===== config.mk =====
export PLATFORM = sky130hd
export DESIGN_NAME = vn_sqrt
export DESIGN_NICKNAME = d
export VERILOG_FILES = /design/src/hdl/vn_pkg.sv /design/src/hdl/vn_sqrt.sv
export SDC_FILE = /design/constraint.sdc
export NUM_CORES = 1
export LEC_CHECK = 0
export BUFFER_PORTS_ARGS = -buffer_cell sky130_fd_sc_hd__clkbuf_2
export CAP_MARGIN = 30
export CELL_PAD_IN_SITES_DETAIL_PLACEMENT = 0
export CELL_PAD_IN_SITES_GLOBAL_PLACEMENT = 1
export CORE_UTILIZATION = 50
export DETAILED_ROUTE_END_ITERATION = 7
export PLACE_DENSITY_LB_ADDON = 0.1
export SLEW_MARGIN = 20
export SYNTH_ARGS = -nofsm -noshare
export SYNTH_HDL_FRONTEND = slang
export SYNTH_SLANG_ARGS = --single-unit

===== constraint.sdc =====
create_clock -name clk -period 3.44 [get_ports clk]
set_input_delay 0.344 -clock clk [delete_from_list [all_inputs] [get_ports clk]]
set_output_delay 0.344 -clock clk [all_outputs]
set_load 0.01 [all_outputs]

===== src/hdl/vn_pkg.sv =====
// shared widths, step counts and pipeline word types for the vector normaliser
`timescale 1ns / 1ps
package vn_pkg;

  localparam int unsigned COMP_W     = 16;
  localparam int unsigned SUMSQ_W    = 32;
  localparam int unsigned ROOT_STEPS = SUMSQ_W / 2;
  localparam int unsigned DIV_STEPS  = COMP_W;
  localparam int unsigned FRONT_LAT  = 3;
  localparam int unsigned PIPE_LAT   = FRONT_LAT + ROOT_STEPS + DIV_STEPS + 1;

  localparam logic [COMP_W-1:0] Q15_MAX = 16'h7fff;

  typedef logic [COMP_W-1:0]  comp_t;
  typedef logic [SUMSQ_W-1:0] sumsq_t;

  // side data that rides alongside the square root stages
  typedef struct packed {
    logic       zero;
    logic [2:0] neg;
    comp_t      ax;
    comp_t      ay;
    comp_t      az;
  } root_side_t;

  // side data that rides alongside the divider stages
  typedef struct packed {
    logic       zero;
    logic [2:0] neg;
  } div_side_t;

endpackage


===== src/hdl/vn_sqrt.sv =====
// pipelined integer square root, one result bit per stage
`timescale 1ns / 1ps
module vn_sqrt (
  input  logic           clk,
  input  vn_pkg::sumsq_t rad,
  output vn_pkg::comp_t  root
);
  import vn_pkg::*;

  logic [SUMSQ_W-1:0] rad_s  [1:ROOT_STEPS-1];
  logic [COMP_W-1:0]  rem_s  [1:ROOT_STEPS-1];
  logic [COMP_W-1:0]  root_s [1:ROOT_STEPS];
  logic [SUMSQ_W-1:0] rad_in  [0:ROOT_STEPS-1];
  logic [COMP_W-1:0]  rem_in  [0:ROOT_STEPS-1];
  logic [COMP_W-1:0]  root_in [0:ROOT_STEPS-1];
  logic [COMP_W-1:0]  rem_next  [0:ROOT_STEPS-2];
  logic [COMP_W-1:0]  root_next [0:ROOT_STEPS-1];

  // stage inputs: the incoming radicand first, then the stage registers
  always_comb begin
    rad_in[0]  = rad;
    rem_in[0]  = '0;
    root_in[0] = '0;
    for (int k = 1; k < ROOT_STEPS; k++) begin
      rad_in[k]  = rad_s[k];
      rem_in[k]  = rem_s[k];
      root_in[k] = root_s[k];
    end
  end

  // one digit pair per stage: shift in two bits, try root*4+1
  always_comb begin
    logic [COMP_W+1:0] rem_sh;
    logic [COMP_W+1:0] trial;
    logic              take;
    for (int k = 0; k < ROOT_STEPS; k++) begin
      rem_sh = {rem_in[k], rad_in[k][2*(ROOT_STEPS-1-k)+1 -: 2]};
      trial  = {root_in[k], 2'b01};
      take   = (rem_sh >= trial);
      root_next[k] = {root_in[k][COMP_W-2:0], take};
      // the last stage keeps only the root bit
      if (k < ROOT_STEPS-1) begin
        rem_next[k] = take ? COMP_W'(rem_sh - trial) : COMP_W'(rem_sh);
      end
    end
  end

  // stage registers
  always_ff @(posedge clk) begin
    for (int k = 0; k < ROOT_STEPS-1; k++) begin
      rad_s[k+1] <= rad_in[k];
      rem_s[k+1] <= rem_next[k];
    end
    for (int k = 0; k < ROOT_STEPS; k++) begin
      root_s[k+1] <= root_next[k];
    end
  end

  assign root = root_s[ROOT_STEPS];

endmodule


==> flow_summary.yaml, run 1 <==
run_status:
  status: "complete, no violations"
global_route:
  met2_usage: 0.299
  use_met3: 0.0414
  grtUsageMet1: 0.254
  grt_pass1_vias: 13720
  antenna_found_initial: 0
  gr-total-overflow: 0
  grt_max_degree: 23
  grt_pass1_wl_microns: 67100
  grt.total_usage: 0.186
  grt.busiest_layer: "met2"
synthesis:
  synth-main-ff-cell: "dfxtp_1"
  ys_types: 80
  synth_top_cell_by_area: "dfxtp_1"
  syn_inst: 2023
  seq_area_frac_synth: 0.553
  synth_top_area_frac: 0.553
  yosys-top-cells-area: "dfxtp_1 (55%), ha_1 (8.8%), xnor2_1 (4.0%)"
  syn_nets: 2208
  syn_avg_cell_area_sq_um: 10.7
  synth_edf_count: 0
  mappedNetlistArea_sq_um: 21700
  async_flop_share: 0
  synth.ff_latch_count: 600
  yosysWarnings: 0
timing:
  hold_violations: 0
  fin_ws_ns: 0.324
  finalSetupTns_ns: 0
  fin_skew_ns: 0.0359
  drv_slew: 0
  worst_slew_pin_slew_ns: 0.976
  max_freq_mhz: 321
  layout_min_cycle_time_ns: 3.12
  rsz0062_at_grt: "no"
  setup_viol: 0
  slew_headroom: 0.349
  period_share: 0.906
power_and_ir_drop:
  p_clk_frac: 0.318
  power.density_nw_per_um2: 799
  p_int_w: 0.0142
  p_leak_nw: 11.8
  p_seq_frac: 0.455
  combPwrFrac: 0.227
  irDropWorstVdd_mv: 0.678
  power_switching_w: 0.00572
  swShare: 0.287
placed_design:
  io_buffers: 48
  hpwl_microns: 29700
  dp_cells: 2631
  post-place-ws_ns: 0.414
  placed_area_sq_um: 22600
  gp_congestion: 0.884
min_path:
  hold_class: "flip-flop to flip-flop"
worst_setup_path:
  cp_max_fo: 17
  worstPathArrival_ns: 3.63
  critPathLaunchType: "flip-flop"
  critPathRequiredTime_ns: 3.95
  path_class: "flip-flop to flip-flop"
  worstSetupEndpointType: "flip-flop"
clock_network:
  cts_tree: "built"
  cts_root_buf: "clkbuf_16"
  cts_made_buffers: 58
  cts.sinks: 600
  clock_latency_ns: 0.63
  post-cts-setup-buffer-count: 0
  max-clock-path-buffers: 3
  cts_max_level: 2
  path_clk_slew_ns: 0.06
finish:
  utilization: 0.588
  final_cell_mix: "dfxtp_1 (600), inv_1 (181), ha_1 (152), a21oi_1 (128), nor2_1 (116)"
  mostFrequentLayoutCell: "dfxtp_1"
  drive_gt1_frac: 0.107
  finalNetCount: 2332
  fin_cells: 2771
  diodes: 0
  area_growth_pct: 14.9
  final_cell_area_sq_um: 24900
detailed_routing:
  wire_per_inst_microns: 14.6
  drc_errors: 0
  drt_first_pass_iters: 5
  vias_per_cell: 4.99
  vias: 13828
  postRouteAntennaNets: 0
  drtIter0Drc: 818
  wirelength_microns: 40400
die:
  start_util: 0.512
  io_pins: 49
  die_y_microns: 210
  core_area_sq_um: 42400
  die_x_microns: 210
  rows: 75
  die_area_sq_um: 44300
run:
  cap_violations: 0
==> repair_timing <==
item	in CTS	in global routing
hold buffers	33	0
resized for setup	0	0
endpoints found under the hold margin	33	0
endpoints found under the setup margin	0	0
==> synth_stat cells, types with 22 or more instances <==
cell type,instances
a21o_1,35
a21oi_1,128
dfxtp_1,600
ha_1,152
inv_1,181
mux2_2,53
nand2_1,79
nand2b_1,22
nand3_1,25
nor2_1,116
nor3_1,45
o21a_1,32
o21ai_0,76
or3_1,24
xnor2_1,100
xor2_1,66
==> state kept, by name, summed over array words and instances, names as in the netlist <==
register,count
rad_s,240
rem_s,224
root_s,136
==> final timing paths <==
check                               startpoint       endpoint  cells after the start  slack [ns]
worst min-delay path             rad_s[0][327]  rad_s[0][359]                      0        0.32
worst max register to register  root_s[0][228]  rem_s[0][248]                      8        0.32
worst max-delay path            root_s[0][228]  rem_s[0][248]                      8        0.32
worst min register to register   rad_s[0][327]  rad_s[0][359]                      0        0.32
==> cell type report <==
cell class              count  area [sq um]
clock buffers              87          1700
clock inverters            20           283
fillers                  3651         17500
inverters                 182           683
multi-input cells        1214          8890
flip-flops and latches    600         12000
well taps                 577           722
repair buffers             91           646
==> routing by layer <==
layer | share of wire | vias to the layer above
met5 | 0 | -
met4 | 0.017 | 0
met3 | 0.047 | 56
met2 | 0.44 | 245
met1 | 0.49 | 6354
li1 | - | 7173
==> worst max-delay path, cell delays in order (launching register included) <==
cell,delay (ns)
dfxtp_1,0.33
inv_1,0.05
ha_1,0.37
and4_1,0.31
o21ai_0,0.10
a21oi_1,0.32
o311a_1,0.32
or2_1,0.78
mux2_2,0.42
==> cells by family after synthesis <==
logic type,after synthesis,share of synthesized area
compound gates,381,0.112
xor+xnor,166,0.0670
fa+ha+maj,152,0.0876
buf+inv,209,0.0373
flops,600,0.553
mux,67,0.0351
other cells,1,0.000173
simple gates,447,0.108
==> power by group through the flow <==
stage               registers [W]  logic [W]  clock network [W]
floorplan                 0.00895    0.00359                  0
global route              0.00923    0.00506            0.00684
detailed placement        0.00924    0.00444                  0
finish                    0.00908    0.00452            0.00634
global placement          0.00922    0.00441                  0
CTS                       0.00909    0.00451            0.00654
==> through the flow <==
step           total power [W]  hold WS, ns
6_report                0.0199        0.322
5_1_grt                 0.0211        0.296
4_1_cts                 0.0201        0.290
3_5_place_dp            0.0137        0.312
3_3_place_gp            0.0136        0.309
2_1_floorplan           0.0125        0.310
Note: power is estimated with default switching activity, not from simulation.
==> run 2, diff against run 1 <==
- CORE_MARGIN: not set -> 2
==> run 2 against run 1 <==
Core utilization is 0.80 points lower. Sequential share of layout area hardly changed. Fmax is 8.1% higher. Count of clock-buffer cells in the layout is 9 lower. Hold slack worse by 0.0087 ns. Cell count hardly changed. Combinational power is 1% lower. Wire length is 2.2% lower. Via count is 0.20% higher. Critical endpoint is now rem_s[0][246]. Largest cell class unchanged.
==> flow_summary.yaml, run 2 (synthesized netlist as in run 1, its figures left out) <==
timing:
  setup_viol: 0
  drv_slew: 0
  finalSetupTns_ns: 0
  slew_headroom: 0.405
  period_share: 0.838
  layout_min_cycle_time_ns: 2.88
  fin_ws_ns: 0.558
  max_freq_mhz: 347
  hold_violations: 0
  worst_slew_pin_slew_ns: 0.893
  fin_skew_ns: 0.0210
  rsz0062_at_grt: "no"
finish:
  area_growth_pct: 14.8
  regMostFlops: "rad_s"
  ff_latch_area_sq_um: 12000
  fin_cells: 2773
  diodes: 0
  multi_input_area_sq_um: 8890
  nFillCells: 3719
  finalNetCount: 2332
  final_cell_area_sq_um: 24900
  mostFrequentLayoutCell: "dfxtp_1"
  final_cell_mix: "dfxtp_1 (600), inv_1 (181), ha_1 (152), a21oi_1 (128), nor2_1 (116)"
  drive_gt1_frac: 0.107
  reg_top3: "rad_s (240), rem_s (224), root_s (136)"
  largest_reg_flops: 240
placed_design:
  dp_cells: 2638
  placed_area_sq_um: 22600
  gp_congestion: 0.892
  hpwl_microns: 29300
  io_buffers: 48
  post-place-ws_ns: 0.543
power_and_ir_drop:
  power_w: 0.0199
  p_seq_frac: 0.457
  combPwrFrac: 0.224
  power_switching_w: 0.00569
  power.density_nw_per_um2: 798
  p_clk_frac: 0.319
  swShare: 0.286
  p_leak_nw: 11.8
  irDropWorstVdd_mv: 0.491
  p_int_w: 0.0142
worst_setup_path:
  rrSetupSlack_ns: 0.56
  critPathRequiredTime_ns: 3.94
  critPathLaunchType: "flip-flop"
  cp_max_fo: 17
  worstPathArrival_ns: 3.38
  r2r-end: "rem_s[0][246]"
  reg2reg_from: "root_s[0][228]"
  reg2regPathDepth: 8
  path_class: "flip-flop to flip-flop"
  worstSetupEndpointType: "flip-flop"
detailed_routing:
  vias_per_cell: 5.00
  postRouteAntennaNets: 0
  drt_first_pass_iters: 5
  drtIter0Drc: 813
  wirelength_microns: 39500
  vias: 13855
  wire_per_inst_microns: 14.2
  drc_errors: 0
clock_network:
  cts.sinks: 600
  cts_made_buffers: 59
  cts_tree: "built"
  cts_max_level: 2
  cts_root_buf: "clkbuf_16"
  clock_latency_ns: 0.63
  post-cts-setup-buffer-count: 0
  max-clock-path-buffers: 3
  path_clk_slew_ns: 0.06
min_path:
  hold_class: "flip-flop to flip-flop"
  hold_end: "rad_s[0][297]"
  worstHoldPathCells: 0
  hold_path_startpoint: "rad_s[0][265]"
die:
  io_pins: 49
  start_util: 0.505
  core_area_sq_um: 43000
  die_y_microns: 212
  die_x_microns: 212
  die_area_sq_um: 45100
  rows: 76
global_route:
  grt.total_usage: 0.179
  grt_pass1_vias: 13448
  grt_max_degree: 19
  grt_pass1_wl_microns: 65300
  antenna_found_initial: 0
  gr-total-overflow: 0
run:
  cap_violations: 0
run_status:
  status: "complete, no violations"
==> run 2: power by group through the flow <==
stage | Clock, W | Sequential (W) | Combinational [W]
final | 0.00634 | 0.00910 | 0.00446
after global routing | 0.00683 | 0.00925 | 0.00502
after CTS | 0.00653 | 0.00912 | 0.00447
after detailed placement | 0 | 0.00927 | 0.00440
after global placement | 0 | 0.00926 | 0.00438
after floorplan | 0 | 0.00895 | 0.00359
==> run 2: worst max-delay path, cell delays in order, from the launching register on <==
cell and delay, ns:
dfxtp_1 0.33, inv_1 0.04, ha_1 0.36, and4_1 0.28, o21ai_0 0.10, a21oi_1 0.24
o311a_1 0.29, or2_1 0.72, mux2_2 0.41
==> run 2: final cells by class <==
type	instances	area share
clock buffers	78	0.0661
clock inverters	24	0.0129
inverters	182	0.0274
multi-input cells	1214	0.357
flip-flops and latches	600	0.482
well taps	585	0.0294
repair buffers	90	0.0256
==> run 2: layer usage <==
layer	share of wire	GRT usage
met3	0.038	0.0326
met1	0.48	0.239
met4	0.026	0.0646
met2	0.45	0.290
met5	0	0
==> run 2: repair_timing <==
action | CTS | global route
hold buffers | 33 | 0
resized for setup | 0 | 0
hold endpoints to repair | 33 | 0
==> run 2: worst max path at each step <==
| stage | endpoint | cells after the start | start | slack [ns] |
|---|---|---|---|---|
| 2_1_floorplan | rem_s[0][232] | 10 | root_s[0][208] | 0.96 |
| 3_3_place_gp | rem_s[0][255] | 8 | root_s[0][228] | 0.66 |
| 3_5_place_dp | rem_s[0][246] | 8 | root_s[0][228] | 0.54 |
| 4_1_cts | rem_s[0][246] | 8 | root_s[0][228] | 0.53 |
| 5_1_grt | rem_s[0][245] | 8 | root_s[0][224] | 0.29 |
| 6_report | rem_s[0][246] | 8 | root_s[0][228] | 0.56 |
==> run 2: stage by stage <==
step | hold WS (ns) | utilization
6_report | 0.313 | 0.580
3_5_place_dp | 0.312 | 0.526
4_1_cts | 0.307 | 0.580
5_1_grt | 0.320 | 0.580
2_1_floorplan | 0.310 | -
3_3_place_gp | 0.310 | 0.526
