$ cat src/hdl/vn_pkg.sv
// shared widths, step counts and pipeline word types for the vector normaliser
`timescale 1ns / 1ps
package vn_pkg;

  localparam int unsigned COMP_W     = 16;
  localparam int unsigned SUMSQ_W    = 32;
  localparam int unsigned ROOT_STEPS = SUMSQ_W / 2;
  localparam int unsigned DIV_STEPS  = COMP_W;
  localparam int unsigned FRONT_LAT  = 3;
  localparam int unsigned PIPE_LAT   = FRONT_LAT + ROOT_STEPS + DIV_STEPS + 1;

  localparam logic [COMP_W-1:0] Q15_MAX = 16'h7fff;

  typedef logic [COMP_W-1:0]  comp_t;
  typedef logic [SUMSQ_W-1:0] sumsq_t;

  // side data that rides alongside the square root stages
  typedef struct packed {
    logic       zero;
    logic [2:0] neg;
    comp_t      ax;
    comp_t      ay;
    comp_t      az;
  } root_side_t;

  // side data that rides alongside the divider stages
  typedef struct packed {
    logic       zero;
    logic [2:0] neg;
  } div_side_t;

endpackage

$ cat src/hdl/vn_div.sv
// pipelined restoring divider for (a * 32768) / d, one quotient bit per stage
`timescale 1ns / 1ps
module vn_div (
  input  logic          clk,
  input  vn_pkg::comp_t num,
  input  vn_pkg::comp_t den,
  output vn_pkg::comp_t quot
);
  import vn_pkg::*;

  logic [COMP_W-1:0] rem_s  [1:DIV_STEPS-1];
  logic [COMP_W-1:0] den_s  [1:DIV_STEPS-1];
  logic [COMP_W-1:0] quot_s [1:DIV_STEPS];
  logic [COMP_W-1:0] rem_in  [0:DIV_STEPS-1];
  logic [COMP_W-1:0] den_in  [0:DIV_STEPS-1];
  logic [COMP_W-1:0] quot_in [0:DIV_STEPS-1];
  logic [COMP_W-1:0] rem_next  [0:DIV_STEPS-2];
  logic [COMP_W-1:0] quot_next [0:DIV_STEPS-1];

  // the top dividend bits are below the divisor, so start past them
  always_comb begin
    rem_in[0]  = {1'b0, num[COMP_W-1:1]};
    den_in[0]  = den;
    quot_in[0] = '0;
    for (int k = 1; k < DIV_STEPS; k++) begin
      rem_in[k]  = rem_s[k];
      den_in[k]  = den_s[k];
      quot_in[k] = quot_s[k];
    end
  end

  // compare and subtract per stage
  always_comb begin
    logic [COMP_W:0] rem_sh;
    logic            take;
    for (int k = 0; k < DIV_STEPS; k++) begin
      rem_sh = {rem_in[k], (k == 0) ? num[0] : 1'b0};
      take   = (rem_sh >= {1'b0, den_in[k]});
      quot_next[k] = {quot_in[k][COMP_W-2:0], take};
      // the last stage keeps only the quotient bit
      if (k < DIV_STEPS-1) begin
        rem_next[k] = take ? COMP_W'(rem_sh - {1'b0, den_in[k]}) : COMP_W'(rem_sh);
      end
    end
  end

  // stage registers
  always_ff @(posedge clk) begin
    for (int k = 0; k < DIV_STEPS-1; k++) begin
      rem_s[k+1] <= rem_next[k];
      den_s[k+1] <= den_in[k];
    end
    for (int k = 0; k < DIV_STEPS; k++) begin
      quot_s[k+1] <= quot_next[k];
    end
  end

  assign quot = quot_s[DIV_STEPS];

endmodule

$ cat config.mk
export PLATFORM = sky130hd
export DESIGN_NAME = vn_div
export DESIGN_NICKNAME = d
export VERILOG_FILES = /design/src/hdl/vn_pkg.sv /design/src/hdl/vn_div.sv
export SDC_FILE = /design/constraint.sdc
export NUM_CORES = 1
export LEC_CHECK = 0
export BUFFER_PORTS_ARGS = -buffer_cell sky130_fd_sc_hd__buf_4
export CORE_ASPECT_RATIO = 1.4
export CORE_MARGIN = 2
export CORE_UTILIZATION = 62
export CTS_BUF_LIST = sky130_fd_sc_hd__clkbuf_8
export CTS_CLUSTER_DIAMETER = 80
export DETAILED_ROUTE_END_ITERATION = 12
export PLACE_DENSITY = 0.79
export SYNTH_ARGS = -nofsm -noshare
export SYNTH_HDL_FRONTEND = slang
export SYNTH_SLANG_ARGS = --single-unit
$ cat constraint.sdc
create_clock -name clk -period 3.2 [get_ports clk]
set_input_delay 0.48 -clock clk [delete_from_list [all_inputs] [get_ports clk]]
set_output_delay 0.48 -clock clk [all_outputs]
set_load 0.01 [all_outputs]
==> summary.md, run 1 <==
| Metric | Value |
|---|---|
| Synth top area share | `45.4%` |
| Post-Synthesis Cells | `2782` |
| WHS | `0.0482 ns` |
| Setup TNS | `0 ns` |
| Antenna violations before repair | `1` |
| Setup Fix Bufs, Post-CTS | `0` |
| Routed len/inst | `16.1 microns` |
| Status | `finished, violations left` |
| Crit path buf inv count | `1` |
| Leak | `14.2 nW` |
| Max Cap Viol | `0` |
| CP endpoint kind | `flop` |
| VDD IR max | `728 uV` |
| Final critical-path required period | `2.99 ns` |
| DR vias | `19.8k` |
| Iteration-0 DRC Markers | `1034` |
| Seq/Total Area, Yosys | `45.4%` |
| Pins Over Slew Limit | `0` |
| I/O pin count | `49` |
| Hold Crit Class | `in -> reg` |
| Layout Area Growth over Synthesis | `11.6%` |
| Sequential Power Share | `34.3%` |
| RSZ-0062 raised after global routing | `false` |
| Full die area | `45600 sq um` |
| DP Worst Slack | `0.217 ns` |
| Syn nets | `3085` |
| Post-Synthesis Cell Area | `27200 sq um` |
| Htree depth | `3` |
| Die extent in y | `252 microns` |
| Hold Vio Cnt, Final | `0` |
| DRC Markers | `1` |
| Post-route cell area | `30300 sq um` |
| Logic pwr share | `47.4%` |
| P_int | `0.0214 W` |
| Detailed Routing Iterations Pass 1 | `9` |
| Post-DP HPWL | `44.1 mm` |
| CP Max Fanout | `15` |
| Syn_area_per_cell | `9.77 sq um` |
| Number of buffers added on ports | `48` |
| Largest net degree at the start of global routing | `29` |
| Clock-pin slew on the worst setup and hold paths | `0.07 ns` |
| CP max stage cell | `a32oi_2` |
| Fillers | `3351` |
| GRT Util Overall | `25.4%` |
| Starting Density | `62.9%` |
| First-pass GRT wire length | `94.6 mm` |
| Vias per cell | `5.59` |
| Critical Path, Cell by Cell | `inv_1 > ha_1 > nor2b_1 > o31a_1 > o31ai_1 > a31oi_1 > o21ai_0 > a32oi_2 > mux2_2` |
| Clock Power Share | `18.3%` |
| Gp weighted congestion | `0.949` |
| Most common cell after layout, fill and taps aside | `dfxtp_1` |
| ANT nets after route | `0` |
| Worst skew pair latency | `0.68 ns` |
| Startpoint types | `flop` |
| Crit-path max cell delay | `0.82 ns` |
| Final worst slack | `0.208 ns` |
| Number of global-route vias before repair | `20.2k` |
| Num rows | `90` |
| Sequential Area | `12300 sq um` |
| Slew margin rel. | `31.4%` |
| Cts bufs inserted | `88` |
| Placed Instance Area | `28300 sq um` |
| Worst Path Arrival | `3.54 ns` |
| Gr ovfl total | `0` |
| Fin crit share | `93.5%` |
| Switching Share | `37.6%` |
| Top delay family on crit path | `compound AO/OA/AOI/OAI gates` |
| Clock sink count | `616` |
| Final nets | `3227` |
| Main flop type after synthesis | `dfxtp_1` |
| Synth cell types | `81` |
| Layout cells sized above 1 | `11.5%` |
| Least-Margin Pin Slew | `1.03 ns` |
| Fmax | `334 MHz` |
| Worst clock skew | `0.0376 ns` |
| Setup CP Type | `reg -> reg` |
| Warnings from Yosys | `0` |
| Psw | `0.0129 W` |
| Worst EP required | `3.75 ns` |
| Failing checks | `DRC` |
| Post-synthesis async set-or-reset flop share | `0%` |
| Die width | `181 microns` |
| TritonCTS clock tree | `yes` |
| Clock root cell | `clkbuf_8` |
| FF+latch count, synth | `616` |
| Synth area leaders | `dfxtp_1 45%, ha_1 12%, mux2_2 4.4%` |
| Post-layout util | `70.1%` |
| CTS max path bufs | `3` |
| Cell Pwr Density | `1130 nW/um^2` |
| Cell taking the most area after synthesis | `dfxtp_1` |
| Core ar. | `43200 sq um` |
| Final setup viols | `0` |
| Footprint of the multi-input gates | `13500 sq um` |
| Post-synth EDFFs | `0` |
| WL final | `57.2 mm` |
| Most frequent cells in the layout | `616 x dfxtp_1, 333 x inv_1, 255 x ha_1, 179 x a21oi_1, 169 x nor2_1` |
-- final cells by class --
| class | count | area share (%) |
|---|---|---|
| inverter | 316 | 3.91 |
| sequential | 616 | 40.7 |
| antenna | 1 | 0.00825 |
| clock inverter | 44 | 1.00 |
| clock buffer | 112 | 5.08 |
| timing repair buffer | 90 | 2.53 |
| multi-input combinational | 1812 | 44.5 |
| tap | 552 | 2.28 |
-- final timing paths --
kind / start / to / slack [ns] / depth (start not counted)
setup / recovery: den_s[0][225] / rem_s[0][251] / 0.21 / 9
hold / removal: num[9] / rem_s[0][25] / 0.05 / 2
setup reg to reg: den_s[0][225] / rem_s[0][251] / 0.21 / 9
hold reg to reg: quot_s[0][199] / quot_s[0][216] / 0.31 / 0
-- per-layer routing --
metal  share of wire [%]  GRT usage [%]  up-vias
li1                    -              -     9915
met1                  40           27.3     9304
met2                  53           48.8      417
met3                 3.4           3.39      153
met4                 3.9           11.8        0
met5                   0              0        -
-- metrics by stage --
stage,instances,total power [W]
2_1_floorplan,2782,0.0241
3_3_place_gp,3364,0.0275
3_5_place_dp,3364,0.0280
4_1_cts,3542,0.0344
5_1_grt,3543,0.0369
6_report,3543,0.0343
-- flip-flops by register name, summed over array words and instances (netlist names) --
| name | cells |
|---|---|
| den_s | 240 |
| rem_s | 240 |
| quot_s | 136 |
-- power by group through the flow --
stage	Combinational (W)	Clock, W	Sequential [W]
after floorplan	0.0127	0	0.0114
after global placement	0.0155	0	0.0119
after detailed placement	0.0160	0	0.0120
after CTS	0.0162	0.00646	0.0118
after global routing	0.0182	0.00676	0.0120
final	0.0163	0.00628	0.0118
-- cells by family (layout without fill, tap and decap cells) --
family	Yosys count	after routing	share of synthesized area (%)
and+or+nand+nor	567	567	9.98
muxes	123	123	5.08
adders and majority gates	270	270	12.8
AOI/OAI and AO/OA	688	688	16.4
buffers and inverters	354	562	5.00
other	0	1	0
DFF	616	616	45.4
xor gates and xnor gates	164	164	5.28
-- cell usage after synthesis, drive strengths merged (6+ instances only) --
cell type / number
or3: 6
xor2: 62
nor3: 32
a21oi: 182
o21a: 60
dfxtp: 616
nor2: 169
xnor2: 102
nor2b: 45
buf: 21
o21bai: 15
nor4: 10
a32oi: 6
nand3: 30
o22ai: 8
a31oi: 21
a211oi: 31
o31ai: 34
nand2: 158
o21ai: 169
nand4: 31
mux2: 110
a21boi: 10
and3: 8
and2: 8
fa: 15
inv: 316
ha: 255
a21o: 64
a31o: 7
a211o: 11
mux2i: 13
o211ai: 7
clkbuf: 17
o31a: 16
nand2b: 43
-- repair_timing --
action	CTS	global route
hold endpoints to repair	22	0
hold buffers	22	0
resized for setup	0	2
setup endpoints to repair	0	4
Power figures use the tool's default switching activity.
==> run 2, diff against run 1 <==
CORE_UTILIZATION = 40   (was 62)
PLACE_DENSITY = not set   (was 0.79)
==> summary.md, run 2 (synthesis gave the netlist of run 1 again) <==
| Metric | Value |
|---|---|
| Final setup viols | `0 (unchanged)` |
| Number of buffers added on ports | `48 (unchanged)` |
| Worst Path Arrival | `3.62 ns (+0.08 ns)` |
| RSZ-0062 raised after global routing | `false` |
| Clock root cell | `clkbuf_8` |
| Psw | `0.0133 W (+2.6%)` |
| Routed len/inst | `15.7 microns (-2.7%)` |
| Crit path buf inv count | `2 (+1)` |
| Gp weighted congestion | `0.894 (-5.8%)` |
| Number of global-route vias before repair | `20.1k (-0.46%)` |
| Die extent in y | `312 microns (+24%)` |
| Max Cap Viol | `0 (unchanged)` |
| Htree depth | `3 (unchanged)` |
| Layout cells sized above 1 | `12.0% (+0.51 points)` |
| P_int | `0.0220 W (+2.5%)` |
| Critical Path, Cell by Cell | `inv_1 > ha_1 > nand4_1 > nor2_1 > o21ai_0 > o21ai_0 > a21oi_1 > o21ai_1 > buf_4 > mux2_2` |
| Final critical-path required period | `3.04 ns (+0.0507 ns)` |
| Cts bufs inserted | `94 (+6.8%)` |
| Most common cell after layout, fill and taps aside | `dfxtp_1` |
| Hold Vio Cnt, Final | `0 (unchanged)` |
| Leak | `14.4 nW (+1.5%)` |
| Worst skew pair latency | `0.74 ns (+0.06 ns)` |
| Worst setup path endpoint | `rem_s[0][135]` |
| Worst EP required | `3.78 ns (+0.03 ns)` |
| Logic pwr share | `46.3% (-1.1 points)` |
| Post-DP HPWL | `47.7 mm (+8.1%)` |
| DRC Markers | `0 (-1)` |
| R2R depth | `10 (+1)` |
| Iteration-0 DRC Markers | `806 (-22%)` |
| Sequential Area | `12300 sq um (unchanged)` |
| I/O pin count | `49 (unchanged)` |
| GRT Util Overall | `17.5% (-7.9 points)` |
| Worst Setup SP | `den_s[0][122]` |
| R2R setup slack | `0.16 ns (-0.05 ns)` |
| CP endpoint kind | `flop` |
| Largest net degree at the start of global routing | `28 (-3.4%)` |
| Setup TNS | `0 ns (unchanged)` |
| Layout Area Growth over Synthesis | `14.5%` |
| Clock Power Share | `20.2% (+1.9 points)` |
| Post-route cell area | `31100 sq um (+2.6%)` |
| CP max stage cell | `o21ai_0` |
| Full die area | `70100 sq um (+54%)` |
| First-pass GRT wire length | `99.1 mm (+4.7%)` |
| Top Registers | `den_s x240, rem_s x240, quot_s x136` |
| Fmax | `329 MHz (-1.7%)` |
| Antenna violations before repair | `1 (unchanged)` |
| Slew margin rel. | `38.1% (+6.7 points)` |
| Startpoint types | `flop` |
| ANT nets after route | `0 (unchanged)` |
| Footprint of the multi-input gates | `13500 sq um (unchanged)` |
| Clock sink count | `616 (unchanged)` |
| Vias per cell | `5.07 (-9.3%)` |
| CP Max Fanout | `17 (+2)` |
| Pins Over Slew Limit | `0 (unchanged)` |
| TritonCTS clock tree | `yes` |
| R2r endpoint | `rem_s[0][135]` |
| Fillers | `6358 (+90%)` |
| Crit-path max cell delay | `0.49 ns (-0.33 ns)` |
| Starting Density | `40.2% (-23 points)` |
| Worst clock skew | `0.0518 ns (+0.0141 ns)` |
| Num rows | `113 (+26%)` |
| WL final | `61.1 mm (+6.7%)` |
| DR vias | `19.7k (-0.51%)` |
| Top delay family on crit path | `compound AO/OA/AOI/OAI gates` |
| Levels on crit path | `10 (+1)` |
| Clock-pin slew on the worst setup and hold paths | `0.06 ns (about the same)` |
| Setup CP Type | `reg -> reg` |
| Hold Crit Class | `in -> reg` |
| Setup Fix Bufs, Post-CTS | `0 (unchanged)` |
| Fin crit share | `95.1% (+1.6 points)` |
| Core ar. | `67600 sq um (+56%)` |
| Status | `finished clean` |
| Most frequent CP cell | `o21ai_0` |
| CTS max path bufs | `3 (unchanged)` |
| Final worst slack | `0.157 ns (-0.0507 ns)` |
| Die width | `224 microns (+24%)` |
| Detailed Routing Iterations Pass 1 | `5 (-4)` |
| Placed Instance Area | `28700 sq um (+1.6%)` |
| Most frequent cells in the layout | `616 x dfxtp_1, 339 x inv_1, 255 x ha_1, 179 x a21oi_1, 169 x nor2_1` |
| Gr ovfl total | `0 (unchanged)` |
| DP Worst Slack | `0.141 ns (-0.0760 ns)` |
| Sequential Power Share | `33.5% (-0.8 points)` |
| VDD IR max | `336 uV (-54%)` |
| Switching Share | `37.6% (about the same)` |
| Least-Margin Pin Slew | `0.905 ns (-0.124 ns)` |
| FF-to-FF Start | `den_s[0][122]` |
| Cell Pwr Density | `1130 nW/um^2 (about the same)` |
| Final nets | `3252 (+0.77%)` |
run 2: cell count changes in the layout (fill, tap and decap cells not counted), sizes merged:
cell         change
clkinv           -7
buf             +12
dlygate4sd3      +7
clkbuf           +6
inv             +10
bufinv           +4
run 2: metrics by stage:
stage | power (W) | hold WS (ns) | std cells | util [%]
after CTS | 0.0355 | 0.000158 | 3884 | 46.0
after floorplan | 0.0241 | 0.310 | 2782 | -
after global placement | 0.0278 | 0.309 | 3686 | 42.5
after detailed placement | 0.0281 | 0.312 | 3686 | 42.5
after global routing | 0.0380 | 0.0526 | 3885 | 46.1
final | 0.0352 | 0.0597 | 3885 | 46.1
run 2: timing repair:
| action | 4_1_cts | 5_1_grt |
|---|---|---|
| hold buffers | 29 | 0 |
| gates resized for setup | 0 | 4 |
| setup endpoints to repair | 0 | 28 |
| endpoints found under the hold margin | 29 | 0 |
run 2: routing by layer:
metal	vias to the layer above	GRT usage (%)	part of all wire [%]	wire length (microns)
li1	9993	-	-	-
met1	9189	18.2	39	24100
met2	356	33.7	53	32500
met3	151	2.95	3.3	2040
met4	0	8.13	4.0	2460
met5	-	0	0	0
run 2: worst min-delay path by stage:
| stage | startpoint | endpoint | slack [ns] | cells after the start |
|---|---|---|---|---|
| 6_report | num[15] | rem_s[0][31] | 0.06 | 3 |
| 5_1_grt | num[0] | rem_s[0][16] | 0.05 | 3 |
| 4_1_cts | num[15] | rem_s[0][31] | 0.0002 | 3 |
| 3_5_place_dp | quot_s[0][84] | quot_s[0][101] | 0.31 | 0 |
| 3_3_place_gp | quot_s[0][186] | quot_s[0][203] | 0.31 | 0 |
| 2_1_floorplan | quot_s[0][83] | quot_s[0][100] | 0.31 | 0 |
run 2: power groups by stage:
stage	logic [W]	clock network [W]	registers [W]
2_1_floorplan	0.0127	0	0.0114
4_1_cts	0.0163	0.00740	0.0119
5_1_grt	0.0182	0.00774	0.0120
6_report	0.0163	0.00713	0.0118
3_3_place_gp	0.0158	0	0.0120
3_5_place_dp	0.0161	0	0.0120
run 2: layout make-up:
class / instances / share of cell area (%)
clock buffers: 118 / 5.22
inverters: 316 / 3.81
diodes: 1 / 0.00804
flip-flops and latches: 616 / 39.6
multi-input cells: 1812 / 43.4
repair buffers: 109 / 2.90
well taps: 862 / 3.47
clock inverters: 51 / 1.57
run 2: worst register-to-register path, cell delays in order, from the launching register on:
cell and delay (ns):
dfxtp_1 0.37, inv_1 0.06, ha_1 0.43, nand4_1 0.19, nor2_1 0.17, o21ai_0 0.10, o21ai_0 0.49, a21oi_1 0.21
o21ai_1 0.26, buf_4 0.27, mux2_2 0.38
